==> config.mk <==
export PLATFORM = sky130hd
export DESIGN_NAME = cau_div_stage
export DESIGN_NICKNAME = d
export VERILOG_FILES = /design/src/hdl/cau_pkg.sv /design/src/hdl/cau_div_stage.sv
export SDC_FILE = /design/constraint.sdc
export NUM_CORES = 1
export LEC_CHECK = 0
export BUFFER_PORTS_ARGS = -buffer_cell sky130_fd_sc_hd__buf_2
export CAP_MARGIN = 20
export CORE_ASPECT_RATIO = 1.75
export CORE_UTILIZATION = 50
export DETAILED_ROUTE_END_ITERATION = 16
export HOLD_SLACK_MARGIN = 0.05
export PLACE_DENSITY_LB_ADDON = 0.2
export RECOVER_POWER = 50
export SYNTH_ARGS = -nofsm -noshare
export SYNTH_HDL_FRONTEND = slang
export SYNTH_SLANG_ARGS = --single-unit
==> constraint.sdc <==
create_clock -name clk -period 11.9 [get_ports clk]
set_input_delay 2.38 -clock clk [delete_from_list [all_inputs] [get_ports clk]]
set_output_delay 2.38 -clock clk [all_outputs]
set_load 0.005 [all_outputs]
==> src/hdl/cau_pkg.sv <==
// Package for the complex arithmetic unit: operation and status codes,
// datapath widths and the item record that travels down the pipeline.
// Depends on nothing.
package cau_pkg;

  localparam int DATA_W = 16;
  localparam int VAL_W = 26;
  localparam int NUM_W = 33;
  localparam int DEN_W = 32;
  localparam int REM_W = 41;
  localparam int DIV_BITS = 18;
  localparam int DSH_W = DEN_W + 1 + DIV_BITS - 1;
  localparam int DIV_STAGES = 6;
  localparam int DIV_STEPS_PER_STAGE = DIV_BITS / DIV_STAGES;

  typedef enum logic [3:0] {
    OP_ADD  = 4'd0,
    OP_SUB  = 4'd1,
    OP_MUL  = 4'd2,
    OP_DIV  = 4'd3,
    OP_CONJ = 4'd4,
    OP_INC  = 4'd5,
    OP_DEC  = 4'd6,
    OP_EQ   = 4'd7,
    OP_NE   = 4'd8,
    OP_LT   = 4'd9,
    OP_LE   = 4'd10,
    OP_GT   = 4'd11,
    OP_GE   = 4'd12
  } op_t;

  typedef enum logic [1:0] {
    ST_OK  = 2'd0,
    ST_SAT = 2'd1,
    ST_DZ  = 2'd2
  } status_t;

  typedef struct packed {
    logic                    is_div;
    logic                    flag;
    logic                    dz;
    logic                    neg_r;
    logic                    neg_i;
    logic                    ovf_r;
    logic                    ovf_i;
    logic [REM_W-1:0]        rem_r;
    logic [REM_W-1:0]        rem_i;
    logic [DSH_W-1:0]        dsh;
    logic [DIV_BITS-1:0]     q_r;
    logic [DIV_BITS-1:0]     q_i;
    logic signed [VAL_W-1:0] val_r;
    logic signed [VAL_W-1:0] val_i;
  } item_t;

endpackage

==> src/hdl/cau_div_stage.sv <==
// One stage of the restoring divider: three quotient bits for both parts.
// Depends on cau_pkg.
module cau_div_stage (
  input  logic           clk,
  input  logic           rst,
  input  logic           advance,
  input  cau_pkg::item_t in_item,
  input  logic           in_item_valid,
  output cau_pkg::item_t item,
  output logic           item_valid
);

  cau_pkg::item_t item_next;

  always_comb begin
    item_next = in_item;
    for (int s = 0; s < cau_pkg::DIV_STEPS_PER_STAGE; s++) begin
      if (cau_pkg::DSH_W'(item_next.rem_r) >= item_next.dsh) begin
        item_next.rem_r = item_next.rem_r - cau_pkg::REM_W'(item_next.dsh);
        item_next.q_r = {item_next.q_r[cau_pkg::DIV_BITS-2:0], 1'b1};
      end else begin
        item_next.q_r = {item_next.q_r[cau_pkg::DIV_BITS-2:0], 1'b0};
      end
      if (cau_pkg::DSH_W'(item_next.rem_i) >= item_next.dsh) begin
        item_next.rem_i = item_next.rem_i - cau_pkg::REM_W'(item_next.dsh);
        item_next.q_i = {item_next.q_i[cau_pkg::DIV_BITS-2:0], 1'b1};
      end else begin
        item_next.q_i = {item_next.q_i[cau_pkg::DIV_BITS-2:0], 1'b0};
      end
      item_next.dsh = item_next.dsh >> 1;
    end
  end

  always_ff @(posedge clk) begin
    if (rst) begin
      item_valid <= 1'b0;
    end else if (advance) begin
      item_valid <= in_item_valid;
    end
  end

  always_ff @(posedge clk) begin
    if (advance) begin
      item <= item_next;
    end
  end

endmodule

==> reports/qor.csv <==
stage,metric,value,unit
clocking,TritonCTS clock tree,yes,
setup_path,FF-to-FF End,item_valid,
setup_path,Crit. End Element,flop,
pwr,Cell Pwr Density,94.2,nW/um^2
clocking,CTS H-tree lvls,1,
timing,Slew @ Worst Pin,4.91,ns
route,DRT Pass-1 Iters,5,
route,# DRC,0,
setup_path,R2R depth,2,
timing,Period minus WS final,11.12,ns
die,Die Wd,167,um
yosys,Post-synth EDFFs,224,
clocking,CTS resizes,0,
timing,final worst slack,0.778,ns
die,core box area,47000,sq um
die,Ports,459,
cells_and_area,share of cells above drive strength 1,29.8,%
timing,Tcrit/Tclk final,93.5,%
flow_run,max-cap viol count,1,
setup_path,CP endpoint,item[177],
clocking,CTS Buf Count,22,
setup_path,worst reg2reg startpoint,item_valid,
yosys,synthesized area per cell,8.83,sq um
clocking,CTS sink cnt,225,
grt,"Remaining Overflow, GRT",0,
cells_and_area,most frequent cells in the layout,"492 x buf_4, 346 x buf_2, 265 x a21oi_1, 250 x nand2_1, 246 x ha_1",
setup_path,Worst Setup SP,in_item[114],
timing,Setup Skew,0,ns
route,routed len/inst,22.2,um
yosys,Mapped Cells,2706,
pwr,worst vdd ir,129,uV
cells_and_area,# nets final,4062,
cells_and_area,register area,6750,sq um
grt,GRT Total Usage,37.0,%
grt,number of global-route vias before repair,25700,
clocking,Clock Latency Late Sink,0.56,ns
setup_path,crit path max-delay cell type,a21oi_1,
setup_path,required time worst endpoint,12.22,ns
route,DRT iter0 DRCs,1477,
grt,initial antenna violation count,4,
setup_path,Setup CP Type,input pin to flop,
yosys,Mapped Area,23900,sq um
clocking,clock-pin slew on the worst setup and hold paths,0.07,ns
pwr,P_leak,14.2,nW
cells_and_area,filler cell count,4030,
setup_path,Worst setup SP type,input pin,
cells_and_area,"commonest non-fill, non-tap cell in the layout",buf_4,
route,Final ANT Viol Nets,0,
grt,pin count of the biggest net entering global routing,84,
clocking,CTS Hold Bufs,0,
placed_design,Post-DP Area,30300,sq um
timing,endpoints failing setup,0,
timing,final hold vios,0,
yosys,Main synth FF type,edfxtp_1,
die,Initial Util,50.8,%
min_path,hold-critical path depth,2,
status,outcome,"finished, violations left",
yosys,Synth cell types,91,
route,Via Count,25100,
min_path,Hold Path Class,flop to flop,
placed_design,hpwl dp,78400,um
cells_and_area,area of the multi-input gates,16200,sq um
die,die area,48700,sq um
route,routed wire length,92900,um
placed_design,Buffers on Ports,449,
grt,global-route wire length before repair,139000,um
die,row cnt,105,
setup_path,R2R Setup Slk,11.15,ns
clocking,Setup Buffers After CTS,0,
timing,Peak Freq,89.9,MHz
clocking,root buffer cell,clkbuf_16,
setup_path,Worst path max stage delay,0.62,ns
timing,"Slew Viols, Final",84,
timing,Rel. slew slack,-228,%
clocking,Clock Path Buffers,3,
cells_and_area,area added between synthesis and finish,29.5,%
route,drt via density,6.01,
placed_design,Setup WS pre-CTS,0.381,ns
yosys,fraction of registers with async set/reset,0,%
timing,RSZ-0062 raised after global routing,no,
setup_path,crit-path max FO,17,
cells_and_area,"Design Area, Final",30900,sq um
yosys,yosys warns,0,
setup_path,CP arrival,11.44,ns
die,Die Height,291,um
timing,Setup TNS,0,ns
status,violated checks,"capacitance limit, slew limit",
yosys,sequential-to-total area share from yosys stat,28.2,%
yosys,#FFs+latches synth,225,
placed_design,Placer Congestion,0.999,
==> per-layer routing <==
metal  GRT usage (%)  share of wire, %
met1            37.5                35
met4            28.4               8.5
met5               0                 0
met2            69.2                51
met3            3.82               5.1
==> Yosys cell counts (12+ instances only) <==
library cell | instances | area (sq um)
a211oi_1 | 21 | 158
a21boi_0 | 12 | 90.1
a21o_1 | 126 | 946
a21oi_1 | 266 | 1330
a31oi_1 | 25 | 156
and2_1 | 19 | 119
and3_1 | 28 | 175
buf_2 | 19 | 95.1
clkbuf_1 | 75 | 282
edfxtp_1 | 224 | 6730
ha_1 | 246 | 3080
inv_1 | 133 | 499
mux2_2 | 134 | 1510
mux2_4 | 14 | 210
mux2i_1 | 15 | 150
nand2_1 | 250 | 938
nand2b_1 | 29 | 181
nand3_1 | 57 | 285
nand4_1 | 59 | 369
nor2_1 | 161 | 604
nor2b_1 | 20 | 125
nor3_1 | 45 | 225
nor4_1 | 15 | 93.8
o211ai_1 | 24 | 180
o21a_1 | 41 | 308
o21ai_0 | 159 | 796
o21ai_1 | 23 | 115
o21bai_1 | 36 | 270
o31ai_1 | 14 | 105
or3_1 | 16 | 100
xnor2_1 | 126 | 1100
xor2_1 | 77 | 674
==> area by class of cell <==
type                            instances  share of cell area (%)
Multi-Input combinational cell       2242                    52.3
Sequential cell                       225                    21.8
Timing Repair Buffer                  952                    19.5
Tap cell                              588                    2.38
Clock buffer                           24                    1.87
Inverter                              136                    1.65
Clock inverter                         14                   0.397
Antenna cell                            5                  0.0405
==> per-stage QoR <==
step / power [mW] / cells / util [%] / hold WS [ns]
2_1_floorplan: 1.68 / 2708 / - / 0.485
4_1_cts: 2.91 / 4181 / 66.0 / 0.555
3_3_place_gp: 2.17 / 4143 / 64.5 / 0.471
6_report: 2.91 / 4186 / 65.7 / 0.555
5_1_grt: 3.05 / 4183 / 65.7 / 0.583
3_5_place_dp: 2.20 / 4143 / 64.5 / 0.504
==> worst min path at each step <==
stage / start / endpoint / slack, ns
after global placement: item_valid / item_valid / 0.47
after detailed placement: item_valid / item_valid / 0.50
after CTS: item_valid / item_valid / 0.55
after floorplan: item_valid / item_valid / 0.48
after global routing: item_valid / item_valid / 0.58
final: item_valid / item_valid / 0.55
==> sequential cells by signal, summed over array words and instances, names as in the netlist <==
signal and cells:
item_valid 1, item 224
==> logic make-up (layout without fill, tap and decap cells) <==
family	count (synthesis)	after routing	share of synthesized area, %
other cells	1	8	0.0157
mux	171	171	8.20
xor+xnor	203	203	7.44
fa+ha+maj	252	252	13.4
simple gates	736	736	14.7
compound gates	877	877	23.9
flops	225	225	28.2
buf+inv	241	1126	4.14
==> worst max-delay path, delay by kind of cell <==
kind	cells	cell delay [ns]
adder cells (fa/ha/maj)	3	0.84
XOR/XNOR	1	0.17
multiplexers	1	0.26
AO/OA/AOI/OAI	19	4.92
AND/OR/NAND/NOR	5	1.05
buffers and inverters	8	1.80
==> power by group <==
| part | total, mW | internal, mW | leakage, nW | switching, mW |
|---|---|---|---|---|
| logic | 1.24 | 0.561 | 11.7 | 0.683 |
| registers | 0.963 | 0.944 | 2.20 | 0.0192 |
| clock network | 0.706 | 0.377 | 0.341 | 0.328 |
| total | 2.91 | 1.88 | 14.2 | 1.03 |
(Power assumes the default switching activity.)
