===== src/hdl/cau_pkg.sv =====
// Package for the complex arithmetic unit: operation and status codes,
// datapath widths and the item record that travels down the pipeline.
// Depends on nothing.
package cau_pkg;

  localparam int DATA_W = 16;
  localparam int VAL_W = 26;
  localparam int NUM_W = 33;
  localparam int DEN_W = 32;
  localparam int REM_W = 41;
  localparam int DIV_BITS = 18;
  localparam int DSH_W = DEN_W + 1 + DIV_BITS - 1;
  localparam int DIV_STAGES = 6;
  localparam int DIV_STEPS_PER_STAGE = DIV_BITS / DIV_STAGES;

  typedef enum logic [3:0] {
    OP_ADD  = 4'd0,
    OP_SUB  = 4'd1,
    OP_MUL  = 4'd2,
    OP_DIV  = 4'd3,
    OP_CONJ = 4'd4,
    OP_INC  = 4'd5,
    OP_DEC  = 4'd6,
    OP_EQ   = 4'd7,
    OP_NE   = 4'd8,
    OP_LT   = 4'd9,
    OP_LE   = 4'd10,
    OP_GT   = 4'd11,
    OP_GE   = 4'd12
  } op_t;

  typedef enum logic [1:0] {
    ST_OK  = 2'd0,
    ST_SAT = 2'd1,
    ST_DZ  = 2'd2
  } status_t;

  typedef struct packed {
    logic                    is_div;
    logic                    flag;
    logic                    dz;
    logic                    neg_r;
    logic                    neg_i;
    logic                    ovf_r;
    logic                    ovf_i;
    logic [REM_W-1:0]        rem_r;
    logic [REM_W-1:0]        rem_i;
    logic [DSH_W-1:0]        dsh;
    logic [DIV_BITS-1:0]     q_r;
    logic [DIV_BITS-1:0]     q_i;
    logic signed [VAL_W-1:0] val_r;
    logic signed [VAL_W-1:0] val_i;
  } item_t;

endpackage


===== src/hdl/cau_final.sv =====
// Output stage of the complex arithmetic unit: quotient sign and saturation,
// status and the output register. Depends on cau_pkg.
module cau_final (
  input  logic                              clk,
  input  logic                              rst,
  input  logic                              advance,
  input  cau_pkg::item_t                    in_item,
  input  logic                              in_item_valid,
  output logic signed [cau_pkg::DATA_W-1:0] res_real,
  output logic signed [cau_pkg::DATA_W-1:0] res_imag,
  output logic                              cmp_flag,
  output logic [1:0]                        status,
  output logic                              out_valid
);

  logic signed [cau_pkg::DATA_W-1:0] r_next, i_next;
  logic sat_r, sat_i;

  function automatic logic signed [cau_pkg::DATA_W:0] quot_part(
    input logic neg,
    input logic ovf,
    input logic [cau_pkg::DIV_BITS-1:0] q
  );
    logic [cau_pkg::DIV_BITS-1:0] lim;
    logic [cau_pkg::DATA_W:0] res;
    lim = neg ? cau_pkg::DIV_BITS'(32768) : cau_pkg::DIV_BITS'(32767);
    if (ovf || q > lim) begin
      res = {1'b1, neg ? 16'h8000 : 16'h7fff};
    end else begin
      res = {1'b0, neg ? 16'(-q) : q[cau_pkg::DATA_W-1:0]};
    end
    return res;
  endfunction

  function automatic logic signed [cau_pkg::DATA_W:0] sat_part(
    input logic signed [cau_pkg::VAL_W-1:0] v
  );
    logic [cau_pkg::DATA_W:0] res;
    if (v > cau_pkg::VAL_W'(32767)) begin
      res = {1'b1, 16'h7fff};
    end else if (v < -cau_pkg::VAL_W'(32768)) begin
      res = {1'b1, 16'h8000};
    end else begin
      res = {1'b0, v[cau_pkg::DATA_W-1:0]};
    end
    return res;
  endfunction

  always_comb begin
    logic [cau_pkg::DATA_W:0] pr, pi;
    if (in_item.is_div) begin
      pr = quot_part(in_item.neg_r, in_item.ovf_r, in_item.q_r);
      pi = quot_part(in_item.neg_i, in_item.ovf_i, in_item.q_i);
    end else begin
      pr = sat_part(in_item.val_r);
      pi = sat_part(in_item.val_i);
    end
    r_next = pr[cau_pkg::DATA_W-1:0];
    i_next = pi[cau_pkg::DATA_W-1:0];
    sat_r = pr[cau_pkg::DATA_W];
    sat_i = pi[cau_pkg::DATA_W];
  end

  always_ff @(posedge clk) begin
    if (rst) begin
      out_valid <= 1'b0;
    end else if (advance) begin
      out_valid <= in_item_valid;
    end
  end

  always_ff @(posedge clk) begin
    if (advance) begin
      cmp_flag <= in_item.flag;
      if (in_item.is_div && in_item.dz) begin
        res_real <= '0;
        res_imag <= '0;
        status <= cau_pkg::ST_DZ;
      end else begin
        res_real <= r_next;
        res_imag <= i_next;
        status <= (sat_r || sat_i) ? cau_pkg::ST_SAT : cau_pkg::ST_OK;
      end
    end
  end

endmodule


===== config.mk =====
export PLATFORM = sky130hd
export DESIGN_NAME = cau_final
export DESIGN_NICKNAME = d
export VERILOG_FILES = /design/src/hdl/cau_pkg.sv /design/src/hdl/cau_final.sv
export SDC_FILE = /design/constraint.sdc
export NUM_CORES = 1
export LEC_CHECK = 0
export BUFFER_PORTS_ARGS = -buffer_cell sky130_fd_sc_hd__buf_2
export CAP_MARGIN = 20
export CORE_AREA = 5 5 101 103
export CTS_CLUSTER_DIAMETER = 120
export DETAILED_ROUTE_END_ITERATION = 12
export DIE_AREA = 0 0 106 108
export PLACE_DENSITY_LB_ADDON = 0.3
export SLEW_MARGIN = 20
export SYNTH_ARGS = -nofsm -noshare
export SYNTH_HDL_FRONTEND = slang
export SYNTH_SLANG_ARGS = --single-unit

===== constraint.sdc =====
create_clock -name clk -period 3.65 [get_ports clk]
set_input_delay 0.5475 -clock clk [delete_from_list [all_inputs] [get_ports clk]]
set_output_delay 0.5475 -clock clk [all_outputs]
set_load 0.05 [all_outputs]

==> summary.md <==
| Metric | Value |
|---|---|
| Setup Buffers After CTS | 0 |
| Dpl hpwl | 9210 µm |
| Fmax | 315 MHz |
| Top cells by area, synth | edfxtp_1 (31%), ha_1 (13%), o21ai_0 (7.0%) |
| Final wirelength | 11,100 µm |
| Placer Congestion | 0.901 |
| Root Buffer | clkbuf_8 |
| Crit Path Max Fanout | 24 |
| Remaining Overflow, GRT | 0 |
| Hold Slack | 0.444 ns |
| Clk_lat worst skew | ~0.28 ns |
| Avg Vias per Cell | roughly 5.7 |
| Port Buffer Count | roughly 130 |
| Seq cells post-synth | 36 |
| Post-synth EDFFs | 35 |
| Antenna diodes | 0 |
| Min Clock Period, post-route | roughly 3.2 ns |
| Slew Viols, Final | 0 |
| DRC | 0 |
| Total Power | 1250 µW |
| Initial Util | 37.0% |
| Synth area leader | edfxtp_1 |
| Ys flop type | edfxtp_1 |
| Die height | 108 µm |
| Synth top area share | 31.1% |
| Crit path DAT | 3.18 ns |
| Hold Fails Final Rpt | 0 |
| Number of fill cells in the layout | 937 |
| Hold_buf cts | 0 |
| Hold Crit Class | input pin to flip-flop |
| CTS Sinks | 36 |
| Initial antenna violation count | 0 |
| Cts bufs inserted | 5 |
| Gate Count Post-Synth | 386 |
| Leak | between 0.0015 and 0.002 µW |
| Synth warnings | 0 |
| Core Footprint | 9110 µm² |
| Syn_nets | 651 |
| WP data required | 3.66 ns |
| Maximum clock path buffer count | 2 |
| DR vias | 3,583 |
| IR drop worst, VDD | 149 µV |
| Drt first pass iters | 5 |
| Syn_area_per_cell | 8.74 µm² |
| Finish-stage setup viols | 0 |
| Routed WL per cell | ~18 µm |
| Library cells used by synthesis | 51 |
| Die area | 11,400 µm² |
| Final #Nets | 786 |
| DRT iter0 DRCs | 266 |
| Critical path class | input pin to flip-flop |
| Post-synthesis cell area | 3370 µm² |
| Syn-to-layout area delta | 26.4% |
| Vias in the first global route | 3,217 |
| Crit. End Element | flip-flop |
| Tcrit/Tclk final | 86.9% |
| Layout cells sized above 1 | 30.7% |
| Clk pin slew, worst setup/hold paths | 0.07 ns |
| Max_cap viols | 0 |
| CP Launch Type | input pin |
| RSZ-0062 raised after global routing | false |
| Largest net degree at the start of global routing | 37 |
| Rel. slew slack | roughly 45% |
| First-pass GRT wire length | 16,800 µm |
| Sequential area share after synthesis | 31.7% |
| Fraction of registers with async set/reset | 0% |
| All-Layer GR Usage | 18.6% |
| Setup_tns | 0 ns |
| CTS tree | built |
| Die X | 106 µm |
| Status | completed |
| Num ports | 267 |
| Post_cts resized | 0 |
| Max H-tree Level | 2 |
| Num rows | 35 |
| PwrDens | 294 nW/µm² |
| Worst slew pin tran | 0.817 ns |
| Final setup skew | 0 ns |
| Routed Antenna Nets | 0 |
==> power breakdown <==
part / internal (µW) / switching, µW / total (µW) / leakage (µW)
Combinational: 149 / 332 / 481 / 0.00141
Sequential: 500 / 10.8 / 511 / 0.000347
Clock: 134 / 129 / 263 / 0.0000422
Total: 783 / 472 / 1250 / 0.00180
==> critical path, stage by stage <==
cell and delay [ns]:
buf_2 0.26, inv_1 0.10, ha_1 0.34, nand3_1 0.11, nor4_1 0.43, nand4_1 0.20
o22ai_2 0.35, nor2_2 0.25, o311ai_0 0.59
==> final timing paths <==
path                start          end  slack [ns]  cells after the start
min reg2reg     out_valid    out_valid        0.51                      2
max reg2reg     out_valid    out_valid        3.06                      2
max          in_item[222]  res_imag[2]        0.48                      9
min          in_item[225]     cmp_flag        0.44                      1
==> metrics by stage <==
stage | utilization [%] | std cells | worst slack [ns] | cell area, µm²
after CTS | 46.8 | 633 | 0.528 | 4260
final | 46.8 | 633 | 0.476 | 4260
after global placement | 45.9 | 625 | 0.338 | 4180
after floorplan | - | 386 | 0.369 | 3370
after global routing | 46.8 | 633 | 0.293 | 4260
after detailed placement | 45.9 | 625 | 0.227 | 4180
==> synth_stat cells (all sizes together) (8+ instances only) <==
master / instances
ha: 34
mux2i: 8
nand4: 9
clkbuf: 11
or3: 15
o211ai: 17
nand3: 16
nor3: 11
inv: 12
a21oi: 21
o31ai: 9
o21ai: 48
nor2: 31
nor4: 9
nand2: 28
edfxtp: 35
==> per-layer routing <==
layer  track usage, %  share of wire, %  vias up
li1                 -                 -     1780
met1             30.3                50     1635
met2             24.1                40      153
met3             2.75               7.6       15
met4             6.11               2.2        0
met5                0                 0        -
==> state kept, by name (all words and copies together), names as in the netlist <==
| signal | cells |
|---|---|
| cmp_flag | 1 |
| res_real | 16 |
| res_imag | 16 |
| status | 2 |
| out_valid | 1 |
==> kinds of logic (layout without fill, tap and decap cells) <==
group,Yosys count,count (layout),synth area share [%]
AOI/OAI and AO/OA,131,131,25.5
muxes,8,8,2.37
xor gates and xnor gates,9,9,2.34
adders and majority gates,34,34,12.6
and+or+nand+nor,142,142,22.3
DFF,36,36,31.7
buffers and inverters,26,162,3.15
==> final cells by class <==
| class | instances | area, µm² | area share, % |
|---|---|---|---|
| Multi-Input combinational cell | 324 | 2200 | 51.5 |
| Sequential cell | 36 | 1070 | 25.1 |
| Timing Repair Buffer | 142 | 731 | 17.1 |
| Tap cell | 111 | 139 | 3.26 |
| Clock buffer | 7 | 76.3 | 1.79 |
| Inverter | 12 | 45.0 | 1.06 |
| Clock inverter | 1 | 5.00 | 0.117 |
==> layout by cell type, fill, tap and decap left out, types with 3 or more instances in the layout <==
cell / instances
buf_4: 8
a22oi_1: 3
nand2_1: 28
a21o_1: 4
nor2b_1: 3
and3_1: 3
nand2b_1: 4
nor3_1: 11
nor2_1: 30
or3_1: 15
o311ai_0: 4
buf_2: 134
xor2_1: 5
edfxtp_1: 35
mux2i_1: 8
a31oi_1: 4
a21oi_1: 21
nor4_1: 7
or2_2: 5
a211oi_1: 4
clkbuf_8: 5
o21bai_1: 3
o31ai_1: 9
inv_1: 12
xnor2_1: 4
nand3_1: 16
nand4_1: 9
o211ai_1: 17
o41ai_1: 3
o21ai_0: 47
ha_1: 34
(Power assumes the default switching activity.)
